**config.mk**
```make
export PLATFORM = sky130hd
export DESIGN_NAME = ws2812_pixel_serializer
export DESIGN_NICKNAME = d
export VERILOG_FILES = /design/src/rtl/core/ws2812_pkg.sv /design/src/rtl/core/ws2812_pixel_serializer.sv
export SDC_FILE = /design/constraint.sdc
export NUM_CORES = 1
export LEC_CHECK = 0
export BUFFER_PORTS_ARGS = -buffer_cell sky130_fd_sc_hd__buf_2
export CORE_MARGIN = 3
export CORE_UTILIZATION = 38
export DETAILED_ROUTE_END_ITERATION = 7
export GPL_ROUTABILITY_DRIVEN = 0
export PLACE_DENSITY = 0.67
export SYNTH_ARGS = -nofsm -noshare
export SYNTH_HDL_FRONTEND = slang
export SYNTH_SLANG_ARGS = --single-unit
```
**constraint.sdc**
```tcl
create_clock -name clk -period 3.9 [get_ports clk]
set_input_delay 0.195 -clock clk [delete_from_list [all_inputs] [get_ports clk]]
set_output_delay 0.195 -clock clk [all_outputs]
set_load 0.01 [all_outputs]
```
**src/rtl/core/ws2812_pkg.sv**
```systemverilog
// Package for the WS2812 pixel serializer: payload structs, register
// indexes, register reset values and frame limits.
// No dependencies.
`timescale 1ns / 1ps
`default_nettype none

package ws2812_pkg;

	localparam int unsigned MAX_PIXELS    = 1024;
	localparam int unsigned POSITION_SPAN = 1024;
	localparam int unsigned BITS_PER_PIXEL = 24;

	localparam int unsigned HIGH_W  = 10;
	localparam int unsigned LOW_W   = 20;
	localparam int unsigned COUNT_W = 11;
	localparam int unsigned POS_W   = 10;
	localparam int unsigned CFG_W   = 20;
	localparam int unsigned INDEX_W = 3;
	localparam int unsigned SYM_W   = 5;

	// register indexes of the configuration port
	localparam logic [INDEX_W-1:0] REG_ZERO_HIGH  = 3'd0;
	localparam logic [INDEX_W-1:0] REG_ONE_HIGH   = 3'd1;
	localparam logic [INDEX_W-1:0] REG_BIT_PERIOD = 3'd2;
	localparam logic [INDEX_W-1:0] REG_LATCH      = 3'd3;
	localparam logic [INDEX_W-1:0] REG_PIXEL_CNT  = 3'd4;
	localparam logic [INDEX_W-1:0] REG_FAULTY_A   = 3'd5;
	localparam logic [INDEX_W-1:0] REG_FAULTY_B   = 3'd6;

	localparam logic [HIGH_W-1:0]  RST_ZERO_HIGH  = 10'd168;
	localparam logic [HIGH_W-1:0]  RST_ONE_HIGH   = 10'd360;
	localparam logic [HIGH_W-1:0]  RST_BIT_PERIOD = 10'd600;
	localparam logic [LOW_W-1:0]   RST_LATCH      = 20'd960000;
	localparam logic [COUNT_W-1:0] RST_PIXEL_CNT  = 11'd640;
	localparam logic [POS_W-1:0]   RST_FAULTY_A   = 10'd136;
	localparam logic [POS_W-1:0]   RST_FAULTY_B   = 10'd195;

	typedef struct packed {
		logic [7:0] red_level;
		logic [7:0] green_level;
		logic [7:0] blue_level;
	} pixel_t;

	typedef struct packed {
		logic              bit_value;
		logic [HIGH_W-1:0] high_time;
		logic [LOW_W-1:0]  low_time;
		logic              is_latch;
		logic              last_symbol;
	} symbol_t;

endpackage

`default_nettype wire

```
**src/rtl/core/ws2812_pixel_serializer.sv**
```systemverilog
// WS2812 pixel serializer: one pixel in gives 24 bit symbols out, GRB, MSB first,
// plus a latch symbol after the last pixel of a frame. Uses ws2812_pkg.
//
// A pixel is accepted into a holding register, then, while the output does not
// stall, one symbol per cycle is written to an output register: the 24 bit symbols,
// plus the latch symbol when the pixel ends a frame, as counted by the symbol
// counter over the holding register. The next pixel is accepted in the cycle that
// the final symbol of the current one leaves the holding stage, so a continuous
// stream runs with no gap; output stalls hold the output register and pause the
// counter. Positions in the two faulty registers are sent black. The user writes
// registers through the cfg port only while the block is idle; nothing enforces it.
`timescale 1ns / 1ps
`default_nettype none

module ws2812_pixel_serializer
	import ws2812_pkg::*;
#(
	parameter int unsigned FRAME_MAX = MAX_PIXELS
)
(
	input  wire logic                clk,
	input  wire logic                arst_n,
	input  wire logic                cfg_we,
	input  wire logic [INDEX_W-1:0]  cfg_index,
	input  wire logic [CFG_W-1:0]    cfg_data,
	input  wire logic                pixel_valid,
	output      logic                pixel_ready,
	input  wire pixel_t              pixel,
	output      logic                symbol_valid,
	input  wire logic                symbol_ready,
	output      symbol_t             symbol
);

	localparam int unsigned FRAME_CAP =
		(FRAME_MAX < POSITION_SPAN) ? FRAME_MAX : POSITION_SPAN;
	localparam logic [COUNT_W-1:0] FRAME_CAP_C = COUNT_W'(FRAME_CAP);
	localparam logic [SYM_W-1:0]   LAST_BIT    = SYM_W'(BITS_PER_PIXEL - 1);
	localparam logic [SYM_W-1:0]   LATCH_SYM   = SYM_W'(BITS_PER_PIXEL);

	logic [HIGH_W-1:0]  zero_high_q;
	logic [HIGH_W-1:0]  one_high_q;
	logic [HIGH_W-1:0]  bit_period_q;
	logic [LOW_W-1:0]   latch_q;
	logic [COUNT_W-1:0] pixel_cnt_q;
	logic [POS_W-1:0]   faulty_a_q;
	logic [POS_W-1:0]   faulty_b_q;
	logic [POS_W-1:0]   pos_q;

	logic                      valid_s1;
	logic [BITS_PER_PIXEL-1:0] word_s1;
	logic                      eof_s1;
	logic [SYM_W-1:0]          sym_cnt_q;

	logic                      accept;
	logic                      emit;
	logic                      done;
	logic [COUNT_W-1:0]        frame_len;
	logic [COUNT_W-1:0]        pos_next;
	logic                      eof_in;
	logic                      black;
	logic [BITS_PER_PIXEL-1:0] word_in;
	logic                      cur_bit;
	logic [HIGH_W-1:0]         cur_high;
	logic [HIGH_W-1:0]         cur_low;
	logic                      is_latch_sym;
	symbol_t                   sym_next;

	// configuration registers
	always_ff @(posedge clk or negedge arst_n) begin
		if (!arst_n) begin
			zero_high_q  <= RST_ZERO_HIGH;
			one_high_q   <= RST_ONE_HIGH;
			bit_period_q <= RST_BIT_PERIOD;
			latch_q      <= RST_LATCH;
			pixel_cnt_q  <= RST_PIXEL_CNT;
			faulty_a_q   <= RST_FAULTY_A;
			faulty_b_q   <= RST_FAULTY_B;
		end else if (cfg_we) begin
			case (cfg_index)
				REG_ZERO_HIGH:  zero_high_q  <= cfg_data[HIGH_W-1:0];
				REG_ONE_HIGH:   one_high_q   <= cfg_data[HIGH_W-1:0];
				REG_BIT_PERIOD: bit_period_q <= cfg_data[HIGH_W-1:0];
				REG_LATCH:      latch_q      <= cfg_data[LOW_W-1:0];
				REG_PIXEL_CNT:  pixel_cnt_q  <= cfg_data[COUNT_W-1:0];
				REG_FAULTY_A:   faulty_a_q   <= cfg_data[POS_W-1:0];
				REG_FAULTY_B:   faulty_b_q   <= cfg_data[POS_W-1:0];
				default: ;
			endcase
		end
	end

	// frame length: zero acts as one, clamp to FRAME_MAX and the position span
	always_comb begin
		frame_len = pixel_cnt_q;
		if (frame_len == '0) begin
			frame_len = COUNT_W'(1);
		end
		if (frame_len > FRAME_CAP_C) begin
			frame_len = FRAME_CAP_C;
		end
	end

	assign pos_next = {1'b0, pos_q} + COUNT_W'(1);
	assign eof_in   = (pos_next >= frame_len);
	assign black    = (pos_q == faulty_a_q) || (pos_q == faulty_b_q);
	assign word_in  = black ? '0 : {pixel.green_level, pixel.red_level, pixel.blue_level};

	assign emit  = valid_s1 && (!symbol_valid || symbol_ready);
	assign done  = emit && ((sym_cnt_q == LAST_BIT && !eof_s1) || sym_cnt_q == LATCH_SYM);
	assign pixel_ready = !valid_s1 || done;
	assign accept      = pixel_valid && pixel_ready;

	always_ff @(posedge clk or negedge arst_n) begin
		if (!arst_n) begin
			pos_q <= '0;
		end else if (accept) begin
			pos_q <= eof_in ? '0 : pos_next[POS_W-1:0];
		end
	end

	// holding stage: shift the pixel word out MSB first
	always_ff @(posedge clk or negedge arst_n) begin
		if (!arst_n) begin
			valid_s1  <= 1'b0;
			sym_cnt_q <= '0;
		end else if (accept) begin
			valid_s1  <= 1'b1;
			sym_cnt_q <= '0;
		end else if (done) begin
			valid_s1  <= 1'b0;
		end else if (emit) begin
			sym_cnt_q <= sym_cnt_q + SYM_W'(1);
		end
	end

	always_ff @(posedge clk) begin
		if (accept) begin
			word_s1 <= word_in;
			eof_s1  <= eof_in;
		end else if (emit) begin
			word_s1 <= {word_s1[BITS_PER_PIXEL-2:0], 1'b0};
		end
	end

	assign is_latch_sym = (sym_cnt_q == LATCH_SYM);
	assign cur_bit      = word_s1[BITS_PER_PIXEL-1];
	assign cur_high     = cur_bit ? one_high_q : zero_high_q;
	assign cur_low      = (bit_period_q > cur_high) ? (bit_period_q - cur_high) : '0;

	always_comb begin
		if (is_latch_sym) begin
			sym_next.bit_value   = 1'b0;
			sym_next.high_time   = '0;
			sym_next.low_time    = latch_q;
			sym_next.is_latch    = 1'b1;
			sym_next.last_symbol = 1'b1;
		end else begin
			sym_next.bit_value   = cur_bit;
			sym_next.high_time   = cur_high;
			sym_next.low_time    = {{(LOW_W-HIGH_W){1'b0}}, cur_low};
			sym_next.is_latch    = 1'b0;
			sym_next.last_symbol = (sym_cnt_q == LAST_BIT) && !eof_s1;
		end
	end

	// output register
	always_ff @(posedge clk or negedge arst_n) begin
		if (!arst_n) begin
			symbol_valid <= 1'b0;
		end else if (emit) begin
			symbol_valid <= 1'b1;
		end else if (symbol_ready) begin
			symbol_valid <= 1'b0;
		end
	end

	always_ff @(posedge clk) begin
		if (emit) begin
			symbol <= sym_next;
		end
	end

`ifndef SYNTH
	a_cnt_range: assert property (@(posedge clk) disable iff (!arst_n)
		valid_s1 |-> (sym_cnt_q <= LATCH_SYM))
		else $error("symbol counter past latch slot");

	a_latch_only_eof: assert property (@(posedge clk) disable iff (!arst_n)
		(valid_s1 && is_latch_sym) |-> eof_s1)
		else $error("latch slot reached on a pixel that does not end the frame");

	a_accept_slot: assert property (@(posedge clk) disable iff (!arst_n)
		accept |-> (!valid_s1 || done))
		else $error("pixel item accepted over a busy holding stage");

	a_pos_wrap: assert property (@(posedge clk) disable iff (!arst_n)
		(accept && eof_in) |=> (pos_q == '0))
		else $error("pixel position did not restart after frame end");

	a_latch_fields: assert property (@(posedge clk) disable iff (!arst_n)
		(symbol_valid && symbol.is_latch) |-> (symbol.last_symbol && symbol.high_time == '0))
		else $error("latch symbol fields wrong");
`endif

endmodule

`default_nettype wire

```
After elaboration in Yosys (flattened, before gate mapping)
Cells that the tools add are included.
- register bits: 156
- input port bits: 52
- output and inout port bits: 35
- logic and storage cells: 76
- add/sub/neg operators: 3
- order comparisons: 3
- equality and inequality tests: 11
- muxes and demuxes: 16
- reduce and logical (&&, ||, !) cells: 24
- operators with widths (cell ; count):
    two-way mux 24 bit ; 3
    two-way mux 10 bit ; 3
    two-way mux 11 bit ; 2
    equality test 10 bit ; 2
    AND reduction 2 bit ; 8
    two-way mux 5 bit ; 3
    two-way mux 12 bit ; 1
    adder 10 x 1 -> 11 bit, second input constant ; 1
    greater-or-equal comparator 11 bit ; 1
    > comparator 11 bit, second input constant ; 1
    zero test 11 bit ; 1
    equality test 5 bit, second input constant ; 2
    > comparator 10 bit ; 1
    subtractor 10 bit ; 1
    equality test 3 bit, second input constant ; 3
    equality test 3 x 2 -> 1 bit, second input constant ; 2
    nonzero test 2 bit ; 3
    adder 5 x 1 -> 5 bit, second input constant ; 1
    logical AND 1 bit ; 4
    logical OR 1 bit ; 4
    two-way mux 1 bit ; 4
    equality test 3 x 1 -> 1 bit, second input constant ; 1
    zero test 1 bit ; 3
    zero test 3 bit ; 1
    inequality test 2 bit, second input constant ; 1

Longest topological paths before layout
- depth after elaboration: 8
- depth in mapped cells: 14
- gate-level depth less buffers: 13

Worst setup path after synthesis
Ideal clock, no wire load.
- kind: register to register
- start point: reg sym_cnt_q[0]
- end point: reg word_s1[0], enable pin
- setup time: 0.561 ns
- arrival time: 2.255 ns
- data required time: 3.339 ns
- path slack: 1.084 ns
- cell stages (with the launch flop): 10
- period minus slack after synthesis: 2.816 ns
- cell sequence: dfrtp_1 inv_1 ha_1 and3b_2 o21ai_2 o21ai_4 nand2_4 buf_6 buf_4 o21ai_0
- cells in the longest elaborated chain, start to end: 7
- elaborated cells on any way between the ends: 8
- those cells by class: eq/ne: 2; reduce/logical: 6
- ends and longest elaborated chain (element ; RTL line ; source):
    from (decl) ; ws2812_pixel_serializer.sv:52 ; logic [SYM_W-1:0] sym_cnt_q;
    from (signal assigned) ; ws2812_pixel_serializer.sv:132 ; sym_cnt_q <= sym_cnt_q + SYM_W'(1);
    equality test 5 bit ; ws2812_pixel_serializer.sv:109 ; assign done = emit && ((sym_cnt_q == LAST_BIT && !eof_s1) || sym_cnt_q == LATCH_SYM);
    logical AND 1 bit ; ws2812_pixel_serializer.sv:109 ;
    logical OR 1 bit (*) ; ws2812_pixel_serializer.sv:109 ;
    logical AND 1 bit (*) ; ws2812_pixel_serializer.sv:109 ;
    logical OR 1 bit (*) ; ws2812_pixel_serializer.sv:110 ; assign pixel_ready = !valid_s1 || done;
    via pixel_ready ; ws2812_pixel_serializer.sv:27 ; output logic pixel_ready,
    logical AND 1 bit (*) ; ws2812_pixel_serializer.sv:111 ; assign accept = pixel_valid && pixel_ready;
    nonzero test 2 bit (no line) (*) ; n/a ;
    to (signal assigned) ; ws2812_pixel_serializer.sv:138 ; word_s1 <= word_in;
    to (signal assigned) ; ws2812_pixel_serializer.sv:141 ; word_s1 <= {word_s1[BITS_PER_PIXEL-2:0], 1'b0};
    to (decl) ; ws2812_pixel_serializer.sv:50 ; logic [BITS_PER_PIXEL-1:0] word_s1;
Mark *: on every way through the listed nets, which the timed path passes. The rest lies on a longest branch.
A chain may end at the register's enable or synchronous reset.

==> metrics list <==
- Hold Vio Cnt, Final: 0
- Reg2reg end: symbol[11]
- Compound-gate portion of the synthesized area: 0.0826
- In this run the clock root is driven by a sky130_fd_sc_hd__clkbuf_16.
- Clk network pwr share: 0.244
- Core outline area: 0.0190 sq mm
- After layout, the minimum clock period comes to roughly 3 ns.
- Die height: ~150 um
- Flip-flop and latch count after synthesis: ~160
- Delay of the slowest cell on the worst path: approximately 0.69 ns
* Clock slew seen by the registers of the worst setup and hold paths: roughly 0.060 ns
- Number of I/O port buffers: 86
- Critical Path Fanout Max: 11
- Post-placement cell count: a little over 900
* Horiz. Die Dim: around 150 um
* Area share of and/or/nand/nor cells after synthesis: 0.109
- The path class of the tightest hold or removal check is input port to flip-flop.
- Relative to the synthesized area, the layout overhead comes to 17.0%.
- VDD IR-drop max: between 0.3 and 0.4 mV
* Hold buffer count at cts: 3
* Critical register-to-register path startpoint: word_s1[23]
- The cell count after synthesis came out at roughly 610.
- First drt pass iteration count: 4
- Dominant combinational cell family by area after synthesis: multiplexers
- Worst hold endpoint: latch_q[12]
- Number of clock buffers inserted by TritonCTS: 17
* First-pass GRT wire length: ~25000 um
- In this design, the largest share of critical-path delay is due to compound AO/OA/AOI/OAI gates.
- The clock passes through at most 2 buffers.
* Pin count of the biggest net entering global routing: 43
* Part of the power in combinational logic: 0.325
- Placement row count: 50
- The initial antenna violation count is 0.
* Maxcap violations: 0
- In the global route stage, overall resource usage came out at 0.147.
- Clock network latency to the later pin of the worst-skew pair: about 0.42 ns
* I/O pin cnt: 87
- After clock tree synthesis, the setup repair step added 0 buffers.
- In the finished design, the share of the clock period the worst path needs comes to 0.752.
* Commonest non-fill, non-tap cells in the layout: 85 x sky130_fd_sc_hd__buf_2, 79 x sky130_fd_sc_hd__mux2_2, 75 x sky130_fd_sc_hd__nand2_1, 72 x sky130_fd_sc_hd__dfrtp_1, 58 x sky130_fd_sc_hd__edfxtp_1
* Netlist cell types: 57
- Summed over all nets, the half-perimeter wirelength after detailed placement is about 11000 um.
- Syn_area_per_cell: 12.3 sq um
- The signal on the critical path passes through mux2_2, ha_1, inv_1, fa_1, a211oi_1, o21bai_1, a21oi_1, o21a_1, nor2_4, a32o_1.
* Worst slew pin tran: 0.919 ns
* Post-detailed-route DRC marker count: 0
- Worst-case reg-to-reg path depth: 10
- Final setup TNS: 0 ns
- Via count of the first global-routing pass: between 4000 and 5000
- Flop-to-flop setup slack: a little under 1 ns
- Startpoint types: flip-flop
- Cell Pwr Density: approximately 730 mW/mm^2
* Max stage delay cell, worst path: sky130_fd_sc_hd__edfxtp_1
- Worst setup path start: word_s1[23]
- Mux cell area share after synthesis: 0.135
- Internal cell power: approximately 4300 uW
- Clock sink total: roughly 160
- For this run, the register share of the synthesized area comes to 0.564.
- RSZ-0062 raised after global routing: false
- Inserted Diodes: 0
- Number of cells on the worst hold path: 2
- Number of cells upsized or downsized after cts: 0
- The number of nets handed over by synthesis was 686.
- Static timing analysis puts the maximum clock frequency at around 0.34 GHz.
- Setup violations remaining at the end of the flow were counted as 0.
- XOR/XNOR share of the synthesized area: 0.0397
- Share of flip-flops with an asynchronous set or reset: 0.628
- Data required time of the worst path: between 4 and 5 ns
* Maximum level of the CTS H-tree: 4
- The die covers approximately 0.021 sq mm.
- The count of cells in the finished layout, fillers not included, comes to 970.
- Number of vias after detailed routing: between 4000 and 5000
* Leak pwr: between 0.003 and 0.004 uW
* Final total power: between 6000 and 7000 uW
- Together, buffers and inverters on the worst path number 1.
- Post-detailed-routing wire length: around 15000 um
- In the final layout, the share of cells above drive strength 1 is 0.341.
- Commonest non-fill, non-tap cell in the layout: sky130_fd_sc_hd__buf_2
- In the final routed layout, each cell accounts on average for 15.7 um.
- The first routing iteration left 250 violations.
- Switch Pwr: 2110 uW
- The clock arrives with 0.0103 ns of skew.
- Number of enable-type register cells in the synthesized netlist: 58
- Outcome: complete, no violations
- Max-slew headroom: 0.386
- Adder-cell share of the synthesized area: 0.0427
- In this run the most critical hold path is launched from cfg_data[12].
- Yosys printed 0 warnings.
- Switching part of the total: 0.328
- Count of nets after finishing: 774
- Type of the worst setup path: flip-flop to flip-flop
- Data arrival, critical path: between 3 and 4 ns
- TritonCTS clock tree: yes
* Total standard cell area after synthesis: about 0.0075 sq mm
* Starting density of the core: 0.394
- Post-detailed-route count of antenna-violating nets: 0
- Type of destination of the critical path: flip-flop
- After detailed routing, the number of vias per cell comes to about 5.
- The share of total power dissipated in sequential elements is 0.431.
- Global route total overflow: 0
- The max-slew violation total from the final report is 0.
- For this run, the leading register cell type out of synthesis is sky130_fd_sc_hd__dfrtp_1.
cells by family after synthesis:
kind of cell / Yosys count
simple gates: 164
flops: 156
compound gates: 98
mux: 91
buf+inv: 41
xor+xnor: 34
fa+ha+maj: 25
power by group through the flow:
stage	clock [uW]	combinational (uW)	sequential (uW)
floorplan	0	1570	2740
global placement	0	2070	2790
detailed placement	0	2110	2800
CTS	1600	2120	2770
global route	1660	2370	2840
finish	1570	2090	2770
cell usage after synthesis (4+ instances only):
cell	number	area share
sky130_fd_sc_hd__dfrtp_1	72	0.24
sky130_fd_sc_hd__xor2_1	18	0.021
sky130_fd_sc_hd__o21ai_1	5	0.0033
sky130_fd_sc_hd__nand4_1	4	0.0033
sky130_fd_sc_hd__a21o_1	7	0.0070
sky130_fd_sc_hd__o21ai_0	43	0.029
sky130_fd_sc_hd__nand2b_1	8	0.0067
sky130_fd_sc_hd__nor2_1	19	0.0095
sky130_fd_sc_hd__nand3_1	13	0.0087
sky130_fd_sc_hd__and3_1	16	0.013
sky130_fd_sc_hd__inv_1	10	0.0050
sky130_fd_sc_hd__nor2b_1	4	0.0033
sky130_fd_sc_hd__buf_2	10	0.0067
sky130_fd_sc_hd__mux2_2	79	0.12
sky130_fd_sc_hd__edfxtp_1	58	0.23
sky130_fd_sc_hd__buf_4	8	0.0080
sky130_fd_sc_hd__ha_1	24	0.040
sky130_fd_sc_hd__nand2_1	75	0.038
sky130_fd_sc_hd__dfstp_2	26	0.091
sky130_fd_sc_hd__a21oi_1	12	0.0080
sky130_fd_sc_hd__mux2i_1	12	0.016
sky130_fd_sc_hd__a22o_1	8	0.0093
sky130_fd_sc_hd__nor4_1	4	0.0033
sky130_fd_sc_hd__nor3_1	5	0.0033
sky130_fd_sc_hd__clkbuf_1	10	0.0050
sky130_fd_sc_hd__xnor2_1	16	0.019
registers in the layout, indices dropped and copies added, names as in the netlist:
register / count
symbol: 33
word_s1: 24
latch_q: 20
pixel_cnt_q: 11
bit_period_q: 10
faulty_a_q: 10
faulty_b_q: 10
one_high_q: 10
pos_q: 10
zero_high_q: 10
sym_cnt_q: 5
eof_s1: 1
symbol_valid: 1
valid_s1: 1
how the worst max path moves through the flow:
stage | endpoint | slack [ns] | cells past startpoint
4_1_cts | symbol[11] | 0.93 | 10
3_5_place_dp | symbol[11] | 0.95 | 10
2_1_floorplan | word_s1[0] | 1.08 | 9
5_1_grt | pos_q[2] | 0.75 | 14
3_3_place_gp | symbol[11] | 1.01 | 10
6_report | symbol[11] | 0.97 | 10
layout make-up:
type,instances,area (sq um)
Timing Repair Buffer,98,531
Clock inverter,5,30.0
Sequential cell,156,4230
Tap cell,260,325
Fill cell,1764,10200
Inverter,12,47.5
Multi-Input combinational cell,412,3080
Clock buffer,27,534
per-layer routing:
layer | vias up | part of all wire | wire, um | track usage
met5 | - | 0 | 0 | 0
met4 | 0 | 0.018 | 279 | 0.0616
met3 | 20 | 0.028 | 422 | 0.0270
met1 | 2405 | 0.47 | 7180 | 0.190
li1 | 2357 | - | - | -
met2 | 73 | 0.48 | 7350 | 0.242
per-stage QoR:
stage                     worst slack [ns]  instance area (sq um)  hold slack [ns]   util
final                                0.968                   8770           0.0152  0.461
after global routing                 0.746                   8770           0.0116  0.461
after CTS                            0.931                   8770          0.00583  0.461
after detailed placement             0.950                   8180            0.130  0.430
after global placement                1.01                   8180            0.133  0.430
after floorplan                       1.08                   7500           -0.101      -
(Power assumes the default switching activity.)
